[src/rtl/shadow_silhouette_edge_finder_macros.svh]
// ----------------------------------------------------------------------------
// Assertion macros for the silhouette edge finder
// Concurrent checks clocked by clock and disabled while reset is high.
// ----------------------------------------------------------------------------
`ifndef SHADOW_SILHOUETTE_EDGE_FINDER_MACROS_SVH
`define SHADOW_SILHOUETTE_EDGE_FINDER_MACROS_SVH

// A property that must hold at every clock edge outside reset.
`define SSEF_CHECK(label, prop, msg) \
   label: assert property (@(posedge clock) disable iff (reset) prop) else $error(msg);

// A condition that must never be seen outside reset.
`define SSEF_NEVER(label, cond, msg) \
   `SSEF_CHECK(label, !(cond), msg)

`endif

[src/rtl/ssef_pkg.sv]
// ----------------------------------------------------------------------------
// ssef_pkg
// Shared types and constants of the silhouette edge finder.
// ----------------------------------------------------------------------------
package ssef_pkg;

   // Fixed field widths of the request and response channels.
   localparam int FIX_BITS       = 32;
   localparam int VERT_BITS      = 16;
   localparam int SLOT_BITS      = 10;
   localparam int COUNT_OUT_BITS = 11;
   localparam int CSR_INDEX_BITS = 8;

   // Dot product datapath widths.
   localparam int VEC_BITS  = FIX_BITS + 1;
   localparam int PART_BITS = 17;
   localparam int PROD_BITS = FIX_BITS + PART_BITS;
   localparam int ACC_BITS  = 68;

   // Request opcodes.
   localparam logic [1:0] OP_CLEAR    = 2'd0;
   localparam logic [1:0] OP_TRIANGLE = 2'd1;
   localparam logic [1:0] OP_READ     = 2'd2;

   // Configuration register indexes.
   localparam logic [CSR_INDEX_BITS-1:0] CSR_DIRECTIONAL = 8'd0;
   localparam logic [CSR_INDEX_BITS-1:0] CSR_LIGHT_X     = 8'd1;
   localparam logic [CSR_INDEX_BITS-1:0] CSR_LIGHT_Y     = 8'd2;
   localparam logic [CSR_INDEX_BITS-1:0] CSR_LIGHT_Z     = 8'd3;

   // Edge of the triangle being toggled.
   localparam logic [1:0] EDGE_AB = 2'd0;
   localparam logic [1:0] EDGE_BC = 2'd1;
   localparam logic [1:0] EDGE_CA = 2'd2;

   typedef struct packed {
      logic                       directional;
      logic signed [FIX_BITS-1:0] x;
      logic signed [FIX_BITS-1:0] y;
      logic signed [FIX_BITS-1:0] z;
   } ssef_light_type;

   typedef enum logic [2:0] {
      ST_IDLE,
      ST_DOT,
      ST_SCAN,
      ST_FETCH,
      ST_MOVE,
      ST_READ,
      ST_DONE
   } ssef_state_type;

endpackage

[src/rtl/ssef_dot_unit.sv]
// ----------------------------------------------------------------------------
// ssef_dot_unit
// Exact sign of dot(normal, light vector), one 32x17 product per cycle.
// ----------------------------------------------------------------------------
module ssef_dot_unit (
   input  logic                                clock,
   input  logic                                reset,
   input  logic                                start,
   input  ssef_pkg::ssef_light_type            light,
   input  logic signed [ssef_pkg::FIX_BITS-1:0] normal_x,
   input  logic signed [ssef_pkg::FIX_BITS-1:0] normal_y,
   input  logic signed [ssef_pkg::FIX_BITS-1:0] normal_z,
   input  logic signed [ssef_pkg::FIX_BITS-1:0] center_x,
   input  logic signed [ssef_pkg::FIX_BITS-1:0] center_y,
   input  logic signed [ssef_pkg::FIX_BITS-1:0] center_z,
   output logic                                done,
   output logic                                nonneg
);

   import ssef_pkg::*;

   localparam logic [2:0] LAST_STEP = 3'd5;

   logic signed [FIX_BITS-1:0]  n_ff [3];
   logic signed [FIX_BITS-1:0]  n_in [3];
   logic signed [VEC_BITS-1:0]  v_ff [3];
   logic signed [VEC_BITS-1:0]  v_in [3];
   logic                        busy_ff, busy_in;
   logic [2:0]                  step_ff, step_in;
   logic                        prod_vld_ff, prod_vld_in;
   logic                        prod_shift_ff, prod_shift_in;
   logic                        prod_last_ff, prod_last_in;
   logic signed [PROD_BITS-1:0] prod_ff, prod_in;
   logic signed [ACC_BITS-1:0]  acc_ff, acc_in;
   logic                        done_ff, done_in;
   logic signed [FIX_BITS-1:0]  mul_a;
   logic signed [VEC_BITS-1:0]  vec_sel;
   logic signed [PART_BITS-1:0] mul_b;
   logic signed [ACC_BITS-1:0]  term;

   // Operand vector: light direction, or center minus light position.
   always_comb begin
      if (light.directional) begin
         v_in[0] = {light.x[FIX_BITS-1], light.x};
         v_in[1] = {light.y[FIX_BITS-1], light.y};
         v_in[2] = {light.z[FIX_BITS-1], light.z};
      end else begin
         v_in[0] = {center_x[FIX_BITS-1], center_x} - {light.x[FIX_BITS-1], light.x};
         v_in[1] = {center_y[FIX_BITS-1], center_y} - {light.y[FIX_BITS-1], light.y};
         v_in[2] = {center_z[FIX_BITS-1], center_z} - {light.z[FIX_BITS-1], light.z};
      end
      n_in[0] = normal_x;
      n_in[1] = normal_y;
      n_in[2] = normal_z;
   end

   // Each component is split into a signed upper part and an unsigned
   // lower sixteen bits; the upper product is weighted by 2^16.
   always_comb begin
      case (step_ff[2:1])
         2'd0: begin
            mul_a   = n_ff[0];
            vec_sel = v_ff[0];
         end
         2'd1: begin
            mul_a   = n_ff[1];
            vec_sel = v_ff[1];
         end
         default: begin
            mul_a   = n_ff[2];
            vec_sel = v_ff[2];
         end
      endcase
      if (step_ff[0]) begin
         mul_b = vec_sel[VEC_BITS-1:16];
      end else begin
         mul_b = {1'b0, vec_sel[15:0]};
      end
      if (prod_shift_ff) begin
         term = {{3{prod_ff[PROD_BITS-1]}}, prod_ff, 16'b0};
      end else begin
         term = {{19{prod_ff[PROD_BITS-1]}}, prod_ff};
      end
   end

   always_comb begin
      busy_in       = busy_ff;
      step_in       = step_ff;
      prod_vld_in   = 1'b0;
      prod_shift_in = step_ff[0];
      prod_last_in  = (step_ff == LAST_STEP);
      prod_in       = mul_a * mul_b;
      acc_in        = acc_ff;
      done_in       = 1'b0;
      if (start) begin
         busy_in = 1'b1;
         step_in = 3'd0;
         acc_in  = '0;
      end else begin
         if (busy_ff) begin
            prod_vld_in = 1'b1;
            step_in     = step_ff + 3'd1;
            if (step_ff == LAST_STEP) begin
               busy_in = 1'b0;
            end
         end
         if (prod_vld_ff) begin
            acc_in  = acc_ff + term;
            done_in = prod_last_ff;
         end
      end
   end

   always_ff @(posedge clock) begin
      if (reset) begin
         busy_ff     <= 1'b0;
         prod_vld_ff <= 1'b0;
         done_ff     <= 1'b0;
      end else begin
         busy_ff     <= busy_in;
         prod_vld_ff <= prod_vld_in;
         done_ff     <= done_in;
      end
   end

   always_ff @(posedge clock) begin
      if (start) begin
         n_ff <= n_in;
         v_ff <= v_in;
      end
      step_ff       <= step_in;
      prod_shift_ff <= prod_shift_in;
      prod_last_ff  <= prod_last_in;
      prod_ff       <= prod_in;
      acc_ff        <= acc_in;
   end

   assign done   = done_ff;
   assign nonneg = ~acc_ff[ACC_BITS-1];

endmodule

[config.mk]
export PLATFORM = sky130hd
export DESIGN_NAME = ssef_dot_unit
export DESIGN_NICKNAME = d
export VERILOG_FILES = /design/src/rtl/shadow_silhouette_edge_finder_macros.svh /design/src/rtl/ssef_pkg.sv /design/src/rtl/ssef_dot_unit.sv
export SDC_FILE = /design/constraint.sdc
export NUM_CORES = 2
export LEC_CHECK = 0
export BUFFER_PORTS_ARGS = -buffer_cell sky130_fd_sc_hd__buf_2
export CAP_MARGIN = 20
export CELL_PAD_IN_SITES_DETAIL_PLACEMENT = 0
export CELL_PAD_IN_SITES_GLOBAL_PLACEMENT = 2
export CORE_MARGIN = 1
export CORE_UTILIZATION = 43
export DETAILED_ROUTE_END_ITERATION = 12
export PLACE_DENSITY = 0.89
export SLEW_MARGIN = 10
export SYNTH_ARGS = -nofsm -noshare
export SYNTH_HDL_FRONTEND = slang
export SYNTH_SLANG_ARGS = --single-unit
[constraint.sdc]
create_clock -name clock -period 13.5 [get_ports clock]
set_input_delay 0.675 -clock clock [delete_from_list [all_inputs] [get_ports clock]]
set_output_delay 0.675 -clock clock [all_outputs]
set_load 0.05 [all_outputs]
# ---- After elaboration in Yosys (flattened, before gate mapping)
# Cells that the tools add are included.
dict set report totals {
  regBits 320
  input_bits 292
  out_inout_bits 2
  word_cells 36
}
dict set report op_classes {
  add_sub_neg 5
  multipliers 1
  eq_ne 2
  n_mux 9
  bitwise_logic 2
  reduce_logical 3
}
# op count
set ops {}
lappend ops {{$mux 99} 1}
lappend ops {{$sub 32x32->33} 3}
lappend ops {{$add 68x65->68} 1}
lappend ops {{$pmux 33 s2} 1}
lappend ops {{$mux 64} 1}
lappend ops {{$pmux 32 s2} 1}
lappend ops {{$mul 32x17->49} 1}
lappend ops {{$mux 17} 1}
lappend ops {{$mux 1} 4}
lappend ops {{$add 3x1->3 const B} 1}
lappend ops {{$eq 3x3->1 const B} 1}
lappend ops {{$reduce_or 3->1} 1}
lappend ops {{$eq 2x1->1 const B} 1}
lappend ops {{$logic_not 2->1} 1}
lappend ops {{$not 1->1} 2}
lappend ops {{$reduce_or 2->1} 1}

# ---- Depth between registers and ports, before layout
dict set report logic_depth {
  word_depth 4
  depth_mapped 32
  depth_no_buf 28
}

# ---- Worst setup path before layout
# OpenSTA, ideal clock, no wires.
dict set report synth_path {
  kind {reg2reg}
  start {register step_ff[1]}
  end {register prod_ff[45]}
  setup_ns 0.072
  arrival_time_ns 7.929
  required_ns 13.428
  slack_ns 5.498
  stages_incl_launch_ff 30
  path_buffers 3
  synth_period_minus_slack_ns 8.002
  path_cell_list {dfxtp_1 > clkbuf_1 > buf_1 > mux4_2 > nor2_1 > a21o_1 > clkbuf_1 > nor2_1 > fa_1 > inv_1 > fa_1 > fa_1 > fa_1 > inv_1 > fa_1 > inv_1 > fa_1 > inv_1 > ha_1 > a21o_1 > a21o_1 > a21o_1 > a211oi_1 > a21oi_1 > a31oi_1 > o31ai_1 > a221oi_1 > o31ai_1 > a21oi_1 > xnor2_1}
}
dict set report synth_via {
  elab_chain_cells 4
  elab_cells_between_ends 6
  classes_between {1 x mul; 1 x eq/ne; 3 x mux; 1 x reduce/logical}
}
# item line
set synth_lines {}
lappend synth_lines {{from (decl)} ssef_dot_unit.sv:29} ;# logic [2:0] step_ff, step_in;
lappend synth_lines {{from (signal assigned)} ssef_dot_unit.sv:131} ;# step_ff <= step_in;
lappend synth_lines {{$eq 2x1->1 or $logic_not 2->1 (tied branches)} ssef_dot_unit.sv:60} ;# case (step_ff[2:1])
lappend synth_lines {{$pmux 33 s2} ssef_dot_unit.sv:60}
lappend synth_lines {{$mux 17} ssef_dot_unit.sv:74} ;# if (step_ff[0]) begin
lappend synth_lines {{$mul 32x17->49 (*)} ssef_dot_unit.sv:92} ;# prod_in = mul_a * mul_b;
lappend synth_lines {{net prod_in[45]} ssef_dot_unit.sv:33} ;# logic signed [PROD_BITS-1:0] prod_ff, prod_in;
lappend synth_lines {{to (signal assigned)} ssef_dot_unit.sv:134} ;# prod_ff <= prod_in;
lappend synth_lines {{to (decl)} ssef_dot_unit.sv:33}
# Mark *: on every way through the listed nets, which the timed path passes. The rest lies on a longest branch.
# A chain may end at the register's enable or synchronous reset.

# ---- Worst setup path in the final report
dict set report layout_path {
  start {register step_ff[1]}
  end {register prod_ff[43]}
}
# The elaborated chain is that of the path after synthesis.

==> metrics.txt <==
critical path type=reg2reg; chip width=304 um; # resized after CTS=0; largest net degree at the start of global routing=101; routed wire length=116000 um; Mapped Cells=4319; Root Buffer=clkbuf_16; outcome=finished, final reports clean; Synth cell types=86; final hold vios=0; first-pass GRT wire length=184000 um; setup violators final=0; Die Y=304 um; sequential fraction of the synthesis area=21.3%; crit-path max FO=37; DR vias=30700; ys async rst share=0%; Synth area leaders=fa_1 (27%), edfxtp_1 (15%), ha_1 (8.9%); CTS max path bufs=3; Mapped Area=0.0393 sq mm; Filler Cells Inserted=8747; Data required, critical path=13.95 ns; global route overflow=0; Critical Path Start Type=flip-flop; number of enable flip-flop cells after synthesis=195; CTS tree=yes; # port buffers=293; Critical Path Sink Type=flip-flop; GRT Total Usage=25.5%; vias per cell=5.34; CP arrival=9.08 ns; RSZ-0062 raised after global routing=no; syn avg cell area=9.09 sq um; Routed WL per cell=20.3 um; Sum Neg Setup Slack=0 ns; top cells by count, synth=inv_1 (661), nand2_1 (533), fa_1 (525); top-count cell post-synth=inv_1; I/O pins=294; post-CTS setup buffers=0; top_reg_cell synth=edfxtp_1; Yosys warnings=0; DRC viols=0; vias in the first global route=32400; post-synth top area share=26.8%; Slew HR=26.7%; Worst Max-Slew Pin Slew=1.09 ns; Rows=110; Final HPWL DP=95600 um; Post-layout nets=5631; die area=0.0925 sq mm; Synth Register Bits=320; TritonRoute pass-1 iters=5; clock-pin slew on the worst setup and hold paths=0.07 ns; GP Congestion=0.880; syn nets=5416; post-layout minimum cycle time=8.63 ns; core area=0.0903 sq mm; clk_lat worst skew=0.58 ns; Yosys top cell by area=fa_1; Num Clock Sinks=320; max cap viols=0; Pins Over Slew Limit=0; H-tree lvl count=2; clk_skew=0.0179 ns; layout cells sized above 1=10.9%; antenna violations before repair=7; CTS Hold Bufs=0; Area Growth Syn to Fin=10.3%; Starting Density=43.5%; period utilization=63.9%; HP Class=in2reg; post-route ant nets=0; cts bufs inserted=39; initial DRC count=1691; maximum clock rate=116 MHz
-- critical path: stages, from the launching register on --
cell	delay [ns]
dfxtp_4	0.50
buf_4	0.60
mux2_2	0.41
o211ai_1	0.15
buf_4	0.39
clkinv_1	0.56
nand2_1	0.24
fa_1	0.45
fa_1	0.49
inv_1	0.05
fa_1	0.49
fa_1	0.42
fa_1	0.49
inv_1	0.05
fa_1	0.47
inv_1	0.04
ha_1	0.35
a21o_1	0.19
a21oi_1	0.17
nor2_1	0.06
a211oi_1	0.28
a21oi_1	0.19
o21a_1	0.23
o41ai_1	0.35
a21oi_1	0.18
a21oi_1	0.35
o21ai_0	0.17
xor2_1	0.16
-- final cells by class --
type                       count  area [sq um]  area share (%)
inverter                     662          2480            5.74
antenna                        1          2.50         0.00578
clock inverter                24           265           0.612
tap                         1176          1470            3.40
timing repair buffer         341          1840            4.25
sequential                   320          8370            19.3
multi-input combinational   3170         27800            64.3
clock buffer                  45          1040            2.40
-- cells in the final DEF (no fill, tap or decap), types with 7 or more instances in the layout --
master | netlist | routed
a21oi_2 | 1 | 10
dfxtp_1 | 125 | 120
and3_1 | 21 | 21
clkbuf_16 | 0 | 40
nor2_1 | 423 | 423
edfxtp_1 | 195 | 195
mux4_2 | 16 | 16
mux2_2 | 33 | 33
a211oi_1 | 27 | 27
and4_1 | 9 | 9
o211ai_1 | 15 | 15
nand4_1 | 19 | 19
nand2_1 | 533 | 533
nor3b_1 | 8 | 8
fa_1 | 525 | 525
a21o_1 | 118 | 118
inv_1 | 661 | 661
xor2_1 | 79 | 79
nand3_1 | 41 | 41
a31oi_1 | 26 | 26
o21ai_0 | 178 | 175
nor3_1 | 27 | 27
a21oi_1 | 198 | 189
o22ai_1 | 7 | 7
xnor2_1 | 104 | 104
o21bai_1 | 30 | 30
o21ai_1 | 32 | 31
buf_2 | 6 | 291
o21a_1 | 60 | 60
mux2i_1 | 100 | 100
or3_1 | 7 | 7
nand2b_1 | 41 | 41
and2_1 | 30 | 30
or2_2 | 7 | 7
buf_4 | 0 | 49
nor2b_1 | 40 | 40
ha_1 | 280 | 280
o31ai_1 | 24 | 24
-- through the flow --
step                hold WS (ns)  std cells  area [sq um]  setup slack (ns)  utilization (%)
detailed placement         0.349       5669         42000              4.80             46.5
finish                     0.274       5739         43300              4.87             48.0
floorplan                  0.371       4319         39300              5.50                -
global route               0.249       5738         43300              4.18             48.0
CTS                        0.235       5738         43300              4.79             48.0
global placement           0.349       5669         42000              4.92             46.5
-- flip-flops by register name, summed over array words and instances, names as in the netlist --
register,count
v_ff,99
n_ff,96
acc_ff,68
prod_ff,49
step_ff,3
busy_ff,1
done,1
prod_last_ff,1
prod_shift_ff,1
prod_vld_ff,1
-- worst paths after layout --
check / start / end / slack [ns] / cells past startpoint
worst max-delay path: step_ff[1] / prod_ff[43] / 4.87 / 27
worst min-delay path: normal_z[14] / n_ff[14] / 0.27 / 1
worst max register to register: step_ff[1] / prod_ff[43] / 4.87 / 27
worst min register to register: step_ff[0] / prod_shift_ff / 0.36 / 0
-- routing by layer --
layer  global-route usage (%)  routed length (um)  vias up
li1                         -                   -    14600
met1                     32.2               49400    15100
met5                        0                  74        -
met3                     3.29                5740      200
met4                     8.46                4110       12
met2                     45.0               57000      836
-- kinds of logic after synthesis --
group / count (synthesis) / synth area share, %
flip-flops: 320 / 21.3
AO/OA/AOI/OAI: 797 / 13.0
AND/OR/NAND/NOR: 1235 / 13.6
multiplexers: 150 / 4.44
buffers and inverters: 829 / 7.94
XOR/XNOR: 183 / 4.08
adder cells (fa/ha/maj): 805 / 35.7
Power is not shown: default switching activity piles up to over one toggle a cycle in this logic, so the estimate is an artifact.
